### config.mk
export PLATFORM = sky130hd
export DESIGN_NAME = signed_int_to_radix_digits
export DESIGN_NICKNAME = d
export VERILOG_FILES = /design/src/rtl/sirdig_pkg.sv /design/src/rtl/sirdig_achk.sv /design/src/rtl/sirdig_div.sv /design/src/rtl/signed_int_to_radix_digits.sv
export SDC_FILE = /design/constraint.sdc
export NUM_CORES = 1
export LEC_CHECK = 0
export BUFFER_PORTS_ARGS = -buffer_cell sky130_fd_sc_hd__buf_2
export CAP_MARGIN = 15
export CORE_AREA = 2 2 251 253
export DETAILED_ROUTE_END_ITERATION = 8
export DIE_AREA = 0 0 253 255
export SYNTH_ARGS = -nofsm -noshare
export SYNTH_HDL_FRONTEND = slang
export SYNTH_SLANG_ARGS = --single-unit
### constraint.sdc
create_clock -name clk -period 12.1 [get_ports clk]
set_clock_uncertainty 0.2 [all_clocks]
set_input_delay 0.605 -clock clk [delete_from_list [all_inputs] [get_ports clk]]
set_output_delay 0.605 -clock clk [all_outputs]
set_load 0.01 [all_outputs]
### src/rtl/sirdig_pkg.sv
// sirdig_pkg: widths, character codes, register indexes and status types
// shared by the signed integer to radix digits block. No dependencies.
`timescale 1ns / 1ps
`default_nettype none

package sirdig_pkg;

  localparam int VAL_W        = 32;
  localparam int CHAR_W       = 8;
  localparam int LEN_W        = 5;
  localparam int CFG_DATA_W   = 64;
  localparam int CFG_ADDR_W   = 5;
  localparam int ALPH_BYTES   = 16;
  localparam int MAX_BASE_DEF = 16;
  localparam int MAX_DIGITS   = 32;
  localparam int DIG_IDX_W    = 5;
  localparam int DIG_CNT_W    = 6;
  localparam int DIV_STEP     = 4;

  localparam logic [CHAR_W-1:0] MINUS_CHAR = 8'h2D;
  localparam logic [CHAR_W-1:0] PLUS_CHAR  = 8'h2B;

  localparam logic [1:0] REG_BASE_LEN  = 2'd0;
  localparam logic [1:0] REG_ALPH_LOW  = 2'd1;
  localparam logic [1:0] REG_ALPH_HIGH = 2'd2;

  typedef struct packed {
    logic done;
    logic ok;
  } chk_stat_t;

endpackage

`default_nettype wire

### src/rtl/sirdig_achk.sv
// sirdig_achk: alphabet check, one row a cycle: digit a against the sign
// characters and against every later digit in use. Depends on sirdig_pkg.
`timescale 1ns / 1ps
`default_nettype none

module sirdig_achk #(
  parameter int MAX_BASE = sirdig_pkg::MAX_BASE_DEF
) (
  input  logic                                   clk,
  input  logic                                   rst_n,
  input  logic                                   go,
  input  logic [sirdig_pkg::LEN_W-1:0]           len,
  input  logic [MAX_BASE-1:0][sirdig_pkg::CHAR_W-1:0] alph,
  output sirdig_pkg::chk_stat_t                  stat
);
  import sirdig_pkg::*;

  localparam int DIG_W = $clog2(MAX_BASE);

  logic [DIG_W-1:0]  row_r;
  logic              running_r;
  logic              done_r;
  logic              ok_r;
  logic [CHAR_W-1:0] row_char;
  logic              row_bad;
  logic              last_row;

  always_comb begin
    row_char = alph[row_r];
    row_bad  = (row_char == PLUS_CHAR) || (row_char == MINUS_CHAR);
    for (int b = 0; b < MAX_BASE; b++) begin
      if ((LEN_W'(b) < len) && (DIG_W'(b) > row_r) && (alph[b] == row_char)) begin
        row_bad = 1'b1;
      end
    end
    last_row = ({{(LEN_W-DIG_W){1'b0}}, row_r} == (len - LEN_W'(1)));
  end

  always_ff @(posedge clk) begin
    if (!rst_n) begin
      running_r <= 1'b0;
      done_r    <= 1'b0;
      ok_r      <= 1'b0;
      row_r     <= '0;
    end else begin
      done_r <= 1'b0;
      if (go) begin
        running_r <= 1'b1;
        row_r     <= '0;
      end else if (running_r) begin
        if (row_bad) begin
          done_r    <= 1'b1;
          ok_r      <= 1'b0;
          running_r <= 1'b0;
        end else if (last_row) begin
          done_r    <= 1'b1;
          ok_r      <= 1'b1;
          running_r <= 1'b0;
        end else begin
          row_r <= row_r + DIG_W'(1);
        end
      end
    end
  end

  assign stat.done = done_r;
  assign stat.ok   = ok_r;

endmodule

`default_nettype wire

### src/rtl/sirdig_div.sv
// sirdig_div: restoring divider, 32-bit dividend by the radix, four
// quotient bits a cycle. Depends on sirdig_pkg.
`timescale 1ns / 1ps
`default_nettype none

module sirdig_div #(
  parameter int MAX_BASE = sirdig_pkg::MAX_BASE_DEF
) (
  input  logic                                 clk,
  input  logic                                 rst_n,
  input  logic                                 go,
  input  logic [sirdig_pkg::VAL_W-1:0]         dividend,
  input  logic [$clog2(2*MAX_BASE)-1:0]        divisor,
  output logic                                 done,
  output logic [sirdig_pkg::VAL_W-1:0]         quotient,
  output logic [$clog2(MAX_BASE)-1:0]          remainder
);
  import sirdig_pkg::*;

  localparam int REM_W = $clog2(2*MAX_BASE);
  localparam int DIG_W = $clog2(MAX_BASE);
  localparam int NCYC  = VAL_W / DIV_STEP;
  localparam int CNT_W = $clog2(NCYC);

  logic [VAL_W-1:0] q_r, q_nxt;
  logic [REM_W-1:0] r_r, r_nxt;
  logic [CNT_W-1:0] cnt_r;
  logic             running_r;
  logic             done_r;

  always_comb begin
    q_nxt = q_r;
    r_nxt = r_r;
    for (int i = 0; i < DIV_STEP; i++) begin
      r_nxt = {r_nxt[REM_W-2:0], q_nxt[VAL_W-1]};
      q_nxt = {q_nxt[VAL_W-2:0], 1'b0};
      if (r_nxt >= divisor) begin
        r_nxt    = r_nxt - divisor;
        q_nxt[0] = 1'b1;
      end
    end
  end

  always_ff @(posedge clk) begin
    if (!rst_n) begin
      running_r <= 1'b0;
      done_r    <= 1'b0;
      cnt_r     <= '0;
    end else begin
      done_r <= 1'b0;
      if (go) begin
        running_r <= 1'b1;
        cnt_r     <= '0;
      end else if (running_r) begin
        cnt_r <= cnt_r + CNT_W'(1);
        if (cnt_r == CNT_W'(NCYC - 1)) begin
          running_r <= 1'b0;
          done_r    <= 1'b1;
        end
      end
    end
  end

  always_ff @(posedge clk) begin
    if (go) begin
      q_r <= dividend;
      r_r <= '0;
    end else if (running_r) begin
      q_r <= q_nxt;
      r_r <= r_nxt;
    end
  end

  assign done      = done_r;
  assign quotient  = q_r;
  assign remainder = r_r[DIG_W-1:0];

endmodule

`default_nettype wire

### src/rtl/signed_int_to_radix_digits.sv
// signed_int_to_radix_digits: top level, register file, sequencer and digit
// stack. Depends on sirdig_pkg, sirdig_achk and sirdig_div.
//
//   channel  ports                                    handshake
//   input    in_value                                 start & !busy
//   result   out_character, out_last                  out_strobe, one cycle
//   config   psel penable pwrite paddr pwdata prdata  APB, pready tied high
//
// An item runs up to base_length rows of alphabet check, then one divider pass
// per digit (the four-bit-a-cycle loop), then puts out one character a cycle.
// A bad alphabet gives no beat; busy then stays low, or drops after the check.
// Reset is synchronous: registers read 0 and the sequencer idles.
// Result beats cannot be stalled; busy stays high until the last one.
`timescale 1ns / 1ps
`default_nettype none

module signed_int_to_radix_digits #(
  parameter int MAX_BASE = sirdig_pkg::MAX_BASE_DEF
) (
  input  logic                                  clk,
  input  logic                                  rst_n,
  input  logic                                  start,
  output logic                                  busy,
  input  logic signed [sirdig_pkg::VAL_W-1:0]   in_value,
  output logic                                  out_strobe,
  output logic [sirdig_pkg::CHAR_W-1:0]         out_character,
  output logic                                  out_last,
  input  logic                                  psel,
  input  logic                                  penable,
  input  logic                                  pwrite,
  input  logic [sirdig_pkg::CFG_ADDR_W-1:0]     paddr,
  input  logic [sirdig_pkg::CFG_DATA_W-1:0]     pwdata,
  output logic [sirdig_pkg::CFG_DATA_W-1:0]     prdata,
  output logic                                  pready
);
  import sirdig_pkg::*;

  localparam int DIG_W = $clog2(MAX_BASE);
  localparam int REM_W = $clog2(2*MAX_BASE);

  localparam logic [2:0] S_IDLE  = 3'd0;
  localparam logic [2:0] S_CHECK = 3'd1;
  localparam logic [2:0] S_DIV   = 3'd2;
  localparam logic [2:0] S_SIGN  = 3'd3;
  localparam logic [2:0] S_EMIT  = 3'd4;

  logic [LEN_W-1:0]      len_r;
  logic [CFG_DATA_W-1:0] alow_r;
  logic [CFG_DATA_W-1:0] ahigh_r;

  logic [2:0]            state_r;
  logic                  neg_r;
  logic [VAL_W-1:0]      mag_r;
  logic                  div_go_r;
  logic [DIG_CNT_W-1:0]  nd_r;
  logic [DIG_CNT_W-1:0]  nd_m1;
  logic [DIG_W-1:0]      stack_r [MAX_DIGITS];

  logic                  out_strobe_r;
  logic [CHAR_W-1:0]     out_character_r;
  logic                  out_last_r;

  logic [MAX_BASE-1:0][CHAR_W-1:0] alph;
  logic [2*CFG_DATA_W-1:0]         alph_all;
  logic                  cfg_wr;
  logic                  accept;
  logic                  len_ok;
  chk_stat_t             chk_stat;
  logic                  div_done;
  logic [VAL_W-1:0]      div_q;
  logic [DIG_W-1:0]      div_rem;

  assign alph_all = {ahigh_r, alow_r};
  always_comb begin
    for (int k = 0; k < MAX_BASE; k++) begin
      alph[k] = alph_all[8*k +: 8];
    end
  end

  // configuration registers
  assign pready = 1'b1;
  assign cfg_wr = psel && penable && pwrite && pready;

  always_ff @(posedge clk) begin
    if (!rst_n) begin
      len_r   <= '0;
      alow_r  <= '0;
      ahigh_r <= '0;
    end else if (cfg_wr) begin
      case (paddr[4:3])
        REG_BASE_LEN:  len_r   <= pwdata[LEN_W-1:0];
        REG_ALPH_LOW:  alow_r  <= pwdata;
        REG_ALPH_HIGH: ahigh_r <= pwdata;
        default:       ;
      endcase
    end
  end

  always_comb begin
    case (paddr[4:3])
      REG_BASE_LEN:  prdata = {{(CFG_DATA_W-LEN_W){1'b0}}, len_r};
      REG_ALPH_LOW:  prdata = alow_r;
      REG_ALPH_HIGH: prdata = ahigh_r;
      default:       prdata = '0;
    endcase
  end

  // sequencer
  assign busy   = (state_r != S_IDLE);
  assign accept = start && !busy;
  assign len_ok = (len_r >= LEN_W'(2)) && (len_r <= LEN_W'(MAX_BASE));
  assign nd_m1  = nd_r - DIG_CNT_W'(1);

  sirdig_achk #(.MAX_BASE(MAX_BASE)) u_achk (
    .clk   (clk),
    .rst_n (rst_n),
    .go    (accept && len_ok),
    .len   (len_r),
    .alph  (alph),
    .stat  (chk_stat)
  );

  sirdig_div #(.MAX_BASE(MAX_BASE)) u_div (
    .clk       (clk),
    .rst_n     (rst_n),
    .go        (div_go_r),
    .dividend  (mag_r),
    .divisor   (len_r[REM_W-1:0]),
    .done      (div_done),
    .quotient  (div_q),
    .remainder (div_rem)
  );

  always_ff @(posedge clk) begin
    if (!rst_n) begin
      state_r      <= S_IDLE;
      div_go_r     <= 1'b0;
      nd_r         <= '0;
      out_strobe_r <= 1'b0;
    end else begin
      div_go_r     <= 1'b0;
      out_strobe_r <= 1'b0;
      case (state_r)
        S_IDLE: begin
          if (accept && len_ok) begin
            state_r <= S_CHECK;
            nd_r    <= '0;
          end
        end
        S_CHECK: begin
          if (chk_stat.done) begin
            if (chk_stat.ok) begin
              state_r  <= S_DIV;
              div_go_r <= 1'b1;
            end else begin
              state_r <= S_IDLE;
            end
          end
        end
        S_DIV: begin
          if (div_done) begin
            nd_r <= nd_r + DIG_CNT_W'(1);
            if (div_q != '0) begin
              div_go_r <= 1'b1;
            end else if (neg_r) begin
              state_r <= S_SIGN;
            end else begin
              state_r <= S_EMIT;
            end
          end
        end
        S_SIGN: begin
          out_strobe_r <= 1'b1;
          state_r      <= S_EMIT;
        end
        S_EMIT: begin
          out_strobe_r <= 1'b1;
          nd_r         <= nd_m1;
          if (nd_r == DIG_CNT_W'(1)) begin
            state_r <= S_IDLE;
          end
        end
        default: state_r <= S_IDLE;
      endcase
    end
  end

  // payload: magnitude, digit stack, result beat
  always_ff @(posedge clk) begin
    if (accept) begin
      neg_r <= in_value[VAL_W-1];
      mag_r <= in_value[VAL_W-1] ? (VAL_W'(~in_value) + VAL_W'(1)) : VAL_W'(in_value);
    end else if ((state_r == S_DIV) && div_done) begin
      mag_r <= div_q;
    end
    if ((state_r == S_DIV) && div_done) begin
      stack_r[nd_r[DIG_IDX_W-1:0]] <= div_rem;
    end
    if (state_r == S_SIGN) begin
      out_character_r <= MINUS_CHAR;
      out_last_r      <= 1'b0;
    end else if (state_r == S_EMIT) begin
      out_character_r <= alph[stack_r[nd_m1[DIG_IDX_W-1:0]]];
      out_last_r      <= (nd_r == DIG_CNT_W'(1));
    end
  end

  assign out_strobe    = out_strobe_r;
  assign out_character = out_character_r;
  assign out_last      = out_last_r;

  a_beat_from_busy: assert property (@(posedge clk) disable iff (!rst_n)
    out_strobe |-> $past(busy))
    else $error("result beat without an item in flight");

  a_last_ends_item: assert property (@(posedge clk) disable iff (!rst_n)
    (out_strobe && out_last) |-> !busy)
    else $error("sequencer still busy after last beat");

  a_bad_len_no_item: assert property (@(posedge clk) disable iff (!rst_n)
    (accept && !len_ok) |=> !busy)
    else $error("item taken with an invalid base length");

  a_digit_bound: assert property (@(posedge clk) disable iff (!rst_n)
    nd_r <= DIG_CNT_W'(MAX_DIGITS))
    else $error("digit stack overflow");

  a_emit_has_digit: assert property (@(posedge clk) disable iff (!rst_n)
    (state_r == S_EMIT) |-> (nd_r != '0))
    else $error("emitting from an empty digit stack");

endmodule

`default_nettype wire

==> results of run 1 <==
-- report_power, final --
group	switching, uW	internal [uW]	leakage [uW]
clock network	526	767	0.000670
registers	37.7	1400	0.00314
logic	478	370	0.00476
total	1040	2530	0.00856
-- critical path: cells and delay by family (launching register included) --
family | cells | cell delay, ps
adder cells (fa/ha/maj) | 4 | 1180
multiplexers | 5 | 1420
AO/OA/AOI/OAI | 14 | 2630
buffers and inverters | 3 | 500
flip-flops | 1 | 640
AND/OR/NAND/NOR | 8 | 950
-- area by class of cell --
cell class	count	share of cell area
repair buffers	207	0.04677
diodes	3	0.0003067
flip-flops and latches	362	0.3752
well taps	799	0.04084
clock buffers	54	0.04600
inverters	39	0.006083
multi-input cells	1591	0.4741
clock inverters	20	0.01063
-- per-layer routing --
layer  part of all wire  global-route usage  up-vias
li1                   -                   -     8036
met1               0.41              0.2919     8718
met4              0.048              0.1053        0
met3              0.080             0.03681      175
met2               0.47              0.3595      810
met5                  0                   0        -
-- synthesized netlist by cell type (13+ instances only) --
master / number
sky130_fd_sc_hd__nand2_1: 356
sky130_fd_sc_hd__edfxtp_1: 193
sky130_fd_sc_hd__dfxtp_1: 169
sky130_fd_sc_hd__a21oi_1: 168
sky130_fd_sc_hd__xor2_1: 119
sky130_fd_sc_hd__clkbuf_1: 111
sky130_fd_sc_hd__nor2_1: 100
sky130_fd_sc_hd__o21ai_0: 93
sky130_fd_sc_hd__xnor2_1: 91
sky130_fd_sc_hd__mux2i_1: 90
sky130_fd_sc_hd__a22o_1: 77
sky130_fd_sc_hd__mux4_2: 76
sky130_fd_sc_hd__mux2_2: 42
sky130_fd_sc_hd__nor3_1: 41
sky130_fd_sc_hd__ha_1: 34
sky130_fd_sc_hd__inv_1: 34
sky130_fd_sc_hd__nand3_1: 27
sky130_fd_sc_hd__nand4_1: 25
sky130_fd_sc_hd__a22oi_1: 23
sky130_fd_sc_hd__nor4_1: 20
sky130_fd_sc_hd__a21boi_0: 15
sky130_fd_sc_hd__buf_1: 15
sky130_fd_sc_hd__or3_1: 13
-- path summary, 6_finish.rpt --
kind                            slack (ps)  depth (start not counted)             start             to
worst min register to register         280                          2  u_achk.running_r  u_achk.done_r
worst min-delay path                    70                          3        pwdata[13]     alow_r[13]
worst max register to register        4450                         34          len_r[1]   u_div.r_r[1]
worst max-delay path                  4450                         34          len_r[1]   u_div.r_r[1]
-- state kept, by name (all words and copies together), names as in the netlist, 5 cells and up --
| register | cells |
|---|---|
| stack_r | 128 |
| ahigh_r | 64 |
| alow_r | 64 |
| mag_r | 32 |
| u_div.quotient | 32 |
| out_character | 8 |
| nd_r | 6 |
| len_r | 5 |
-- kinds of logic after synthesis --
| kind of cell | count (synthesis) |
|---|---|
| multiplexers | 214 |
| AO/OA/AOI/OAI | 469 |
| other | 1 |
| AND/OR/NAND/NOR | 659 |
| adder cells (fa/ha/maj) | 38 |
| buffers and inverters | 184 |
| XOR/XNOR | 210 |
| flip-flops | 362 |
-- placed cells by master, fill, tap and decap left out, drive strengths merged, types with 16 or more instances in the layout --
master    n
a21boi   16
o21ai    95
a21oi   168
nor3     41
edfxtp  193
buf     207
xnor2    91
inv      39
nand3    27
mux2i    96
nor2    101
ha       34
mux4     76
dfxtp   169
nand2   357
mux2     42
nand4    25
a22oi    23
clkbuf   54
nor4     21
xor2    119
a22o     77
-- metrics by stage --
stage                     area, um^2  cells  hold slack (ps)  power (uW)
final                          24480   3075            73.60        3574
after global routing           24480   3074            69.81        3757
after CTS                      24420   3070            52.56        3576
after detailed placement       23030   2996            264.1        2280
after global placement         23030   2995            267.5        2250
after floorplan                21490   2137            242.1        2060
==> results.md, run 1 <==
- The number of clock sinks is 362.
- The complex-gate fraction of the synthesized area came to 0.1405.
- After clock tree synthesis, the setup repair step added 0 buffers.
- The final layout contains 2387 nets.
- Power spread over the standard cell area amounts to 146.0 mW/mm^2.
- The flow ran to the end, and the final reports show no timing, DRC or antenna violations.
- The max-cap violation count is 0.
- The die is 253 um wide.
- Of the post-synthesis cell area, the dominant cell type holds 0.2697.
- The number of port buffers is 178.
- For this run, the register share of the synthesized area comes to 0.4272.
- The static leakage is 0.008564 uW.
- Routability-driven placement finished with a final weighted congestion of 1.002.
- The class of the tightest hold or removal check is primary input to flip-flop.
- The clock slew seen by the registers of the worst setup and hold paths is 60 ps.
- The required time at the worst-slack endpoint is 12350 ps.
- Dividing the detail-routed via count by the number of cells gives 5.769.
- The count of mapped cells out of synthesis is 2137.
- The total of hold buffers inserted after clock tree synthesis is 0.
- After synthesis, the mean cell area works out to 10.06 um^2.
- TritonCTS created 41 clock buffers.
- The wire length of the first global-routing pass is 108.6 mm.
- The worst slack at placement is 4435 ps.
- After synthesis, the cell types taking the most area are sky130_fd_sc_hd__edfxtp_1 27%, sky130_fd_sc_hd__dfxtp_1 16%, sky130_fd_sc_hd__mux4_2 8.0%.
- The total negative slack for setup checks is 0 ps.
- The number of hold violations in the final report came to 0.
- Registers take 0.009185 mm^2.
- 183 I/O pins were placed.
- In the routed design, unresolved DRC markers number 0.
- Measured against its own limit, the worst slew margin works out to 0.3238.
- The total die area is 0.06452 mm^2.
- The highest clock frequency the design can meet is 0.1307 GHz.
- In this run, synthesis inferred 193 flip-flops with an integrated enable.
- The H-tree was split into 2 levels.
- The first-pass iteration count of the detailed router is 6.
- The Yosys step of the flow raised 0 warnings.
- The time the final worst path needs with I/O delays and setup is 7650 ps.
- The post-detailed-placement half-perimeter wirelength is 52.31 mm.
- The main combinational cell family by area after synthesis is multiplexers.
- The number of nets still failing antenna checks after routing is 0.
- In the post-route analysis, the smallest setup slack over all paths is 4450 ps.
- The multiplexer fraction of the synthesized cell area is 0.1491.
- The number of antenna violations at the first check in global routing was 2.
- Synthesis inferred 362 register bits.
- Once layout is complete, the utilization of the core stands at 0.3938.
- The count of routing violations after the opening detailed-route iteration is 1783.
- The core area is 0.06216 mm^2.
- Post-CTS repair changed the size of 0 cells.
- The detailed-route wire length is 73.63 mm.
- The CTS tree is built.
- Of the cells placed in the final design, the portion with a size suffix greater than 1 is 0.1896.
- The slowest stage of the critical path is the sky130_fd_sc_hd__dfxtp_1 cell.
- VDD sags by at most 131.1 uV.
- The mapped cell area is 0.02149 mm^2.
- When the netlist entered floorplanning its net count stood at 2282.
- Of all cell types, the one taking the most synthesized area is sky130_fd_sc_hd__edfxtp_1.
- The floorplan has 92 rows.
- The largest net degree at the start of global routing is 84.
- The class of the most critical setup path is flip-flop to flip-flop.
- The endpoint type of the worst setup path is a flip-flop.
- The async set or reset register ratio after synthesis is 0.
- The area growth from synthesis to layout is 13.92%.
- The combined area of the multi-input logic cells is 0.01161 mm^2.
- The cell at the root of the clock tree is sky130_fd_sc_hd__clkbuf_16.
- The worst setup path is launched from a flip-flop.
- Of the total synthesized cell area, the portion taken by full adders, half adders and majority gates is 0.02352.
- The die is 255 um tall.
- The number of max-slew violations in the final report is 0.
- Of all nets on the critical path, the largest fanout is 13.
- The number of filler cells placed in the layout is 6054.
- Of the total synthesized cell area, the portion taken by XOR and XNOR cells is 0.08559.
- The via count of the routed design is 17740.
- The number of global-route vias before repair is 17170.
- The number of setup violations in the final report is 0.
- The insertion delay to the later sink of the worst-skew pair is 580 ps.
- Yosys mapped the design onto 81 distinct sky130hd cell types.
- The fraction of the cycle the final worst path needs is 0.6322.
- In this design, the critical path's most frequently occurring cell is sky130_fd_sc_hd__o21ai_0.
- Setup repair after global routing left no endpoint under its margin.
- The peak per-stage delay on the critical path is 640 ps.
- The slew at the pin closest to its max-slew limit is 1004 ps.
- Across every metal layer, demand over resource in global routing totals 0.2226.
- In the synthesized netlist the dominant register cell turns out to be sky130_fd_sc_hd__edfxtp_1.
- Global routing finished with a remaining overflow of 0.
- The number of buffers between clock root and the deepest sink is 3.
- At the worst endpoint, the arrival time is 7900 ps.
- Of the total synthesized cell area, the portion taken by AND, OR, NAND and NOR gates is 0.1394.
- The per-cell routed wire length is 23.94 um.
- The initial utilization of the core area, before any placement, comes to 0.3457.
(Power assumes the default switching activity.)
==> run 2: changes to the inputs <==
clock period = 6.71 ns   (was 12.1 ns; I/O delays follow)
==> results.md, run 2 (synthesis gave the netlist of run 1 again) <==
- The run finished with clean final reports.
- In this run the power density over the cells is 263.1 mW/mm^2.
- The total negative slack for setup checks is 0 ps.
- In this design, the stage delay of the slowest critical-path cell is 390 ps.
- At the worst endpoint, the required time is 6860 ps.
- In the layout the commonest cells are 355 x sky130_fd_sc_hd__nand2_1, 193 x sky130_fd_sc_hd__edfxtp_1, 178 x sky130_fd_sc_hd__buf_2, 168 x sky130_fd_sc_hd__a21oi_1, 166 x sky130_fd_sc_hd__dfxtp_1.
- Measured against its own limit, the worst slew margin works out to 0.3027.
- The number of port buffers is 178.
- Setup repair after global routing left no endpoint under its margin.
- The worst slack at placement is -104.4 ps.
- The signal arrival time at the worst endpoint is 6550 ps.
- The floorplan step defined a die boundary enclosing 0.06452 mm^2.
- The first-pass iteration count of the detailed router is 5.
- In the global route stage, overall resource usage came out at 0.2313.
- In this run the standard cell core region covers 0.06216 mm^2.
- On the final layout, the worst hold slack is 42.07 ps.
- Entering global routing, the biggest net connects 79 pins.
- The standard-cell row count is 92.
- The static leakage is 0.009054 uW.
- Max-cap violations in this run came to 0.
- The fraction of the core area covered by cells at the end of the flow is 0.4118.
- The highest ir drop seen on vdd is 331.4 uV.
- Using the TritonRoute via totals, the vias-per-cell ratio works out to 5.707.
- The class of the tightest hold or removal check is primary input to flip-flop.
- The final net count is 2499.
- The later pin in the worst-skew pair is clocked with a latency of 600 ps.
- The number of max-slew violations in the final report was 0.
- The via count of the routed design is 18180.
- The H-tree was split into 2 levels.
- For this configuration, the core starts out at a cell density of 0.3457.
- The worst path setup slack after routing is 304.2 ps.
- Along the worst path, the maximum fanout reaches 7.
- The clock drives 362 sinks.
- The wire length of the first global-routing pass is 112.5 mm.
- For this design the top-level I/O count stands at 183.
- The longest clock path from root to sink contains 3 buffers.
- The number of global-route vias before repair is 17870.
- The fraction of the cycle the final worst path needs is 0.9547.
- The post-detailed-placement half-perimeter wirelength is 54.00 mm.
- The number of setup violations in the final report is 0.
- STA classifies the critical path startpoint as a flip-flop.
- The congestion estimate from routability-driven global placement came to 1.053.
- In this run, the number of DRC markers left after iteration 0 of detailed routing was 2111.
- The number of antenna violations at the first check in global routing is 0.
- From left edge to right edge, the die measures 253 um.
- Counting the buffers created by CTS gives 42.
- The slowest stage of the critical path belongs to the cell sky130_fd_sc_hd__edfxtp_1.
- The area added between synthesis and finish is 19.13%.
- The detailed-route wire length is 76.25 mm.
- For this run, design rule violations remaining after detail routing come to 0.
- In this run the remaining antenna-violating nets after routing total 0.
- The die is 255 um tall.
- The slew at the pin closest to its max-slew limit is 1035 ps.
- Clock-pin slew was measured on the worst setup and hold paths at 60 ps.
- The antenna cell count is 0.
- The cell at the root of the clock tree is sky130_fd_sc_hd__clkbuf_16.
- The endpoint type of the worst setup path is a flip-flop.
- The library cell used most frequently in the layout, excluding fill and tap cells, is sky130_fd_sc_hd__nand2_1.
- Timing would allow up to 0.1561 GHz.
- The number of hold violations in the final report is 0.
- In the final layout, the share of cells above drive strength 1 is 0.1902.
- The register with the most flip-flops in the layout has 128 of them.
- After global routing the overflow that remains totals 0.
- The class of the most critical setup path is flip-flop to flip-flop.
- The time the final worst path needs with I/O delays and setup is 6406 ps.
- TritonCTS built the clock tree.
- After detailed routing, the average wire length per cell comes to 23.93 um.
==> run 2: cell count changes in the layout (fill, tap and decap cells not counted), moves of 3 or more <==
cell and delta:
sky130_fd_sc_hd__dlygate4sd3_1 +95, sky130_fd_sc_hd__clkinv_1 +3, sky130_fd_sc_hd__o21ai_0 -5, sky130_fd_sc_hd__buf_4 +19
sky130_fd_sc_hd__diode_2 -3, sky130_fd_sc_hd__o21ai_1 +4
==> run 2: layout make-up <==
class | count | area [um^2]
fillers | 5993 | 36560
multi-input cells | 1591 | 11660
flip-flops and latches | 362 | 9185
repair buffers | 318 | 2180
clock buffers | 53 | 1112
well taps | 799 | 999.7
clock inverters | 24 | 312.8
inverters | 39 | 148.9
==> run 2: per-stage QoR <==
stage	area, um^2	power (uW)	instances
2_1_floorplan	21490	3714	2137
3_3_place_gp	23120	4090	3008
3_5_place_dp	23120	4143	3008
4_1_cts	25520	6649	3181
5_1_grt	25600	7067	3186
6_report	25600	6734	3186
==> run 2: final timing paths <==
path                      start                 to  slack (ps)  cells past startpoint
min                 in_value[2]           mag_r[2]          40                      3
max          u_div.quotient[31]  u_div.quotient[0]         300                     32
min reg2reg    u_achk.running_r      u_achk.done_r         280                      2
max reg2reg  u_div.quotient[31]  u_div.quotient[0]         300                     32
==> run 2: layer usage <==
metal | vias to the layer above | GRT usage | part of all wire
li1 | 8259 | - | -
met1 | 8977 | 0.2974 | 0.42
met2 | 772 | 0.3884 | 0.48
met3 | 173 | 0.03142 | 0.063
met4 | 0 | 0.1040 | 0.044
met5 | - | 0 | 0
==> run 2: worst max-delay path, delay by kind of cell, from the launching register on <==
kind | cells | cell delay [ps]
and+or+nand+nor | 7 | 730
DFF | 1 | 390
muxes | 4 | 1160
AOI/OAI and AO/OA | 13 | 2280
adders and majority gates | 4 | 980
buffers and inverters | 4 | 410
==> run 2: timing repair <==
item,4_1_cts,5_1_grt
setup endpoints to repair,4,5
gates cloned,0,0
pin swaps,1,5
buffers inserted,1,5
endpoints found under the hold margin,168,0
hold buffers,95,0
resized for setup,2,15
==> run 2: where the power goes <==
part	switching, uW	internal, uW	total (uW)
sequential	52.0	2520	2570
combinational	951	849	1800
clock	980	1390	2360
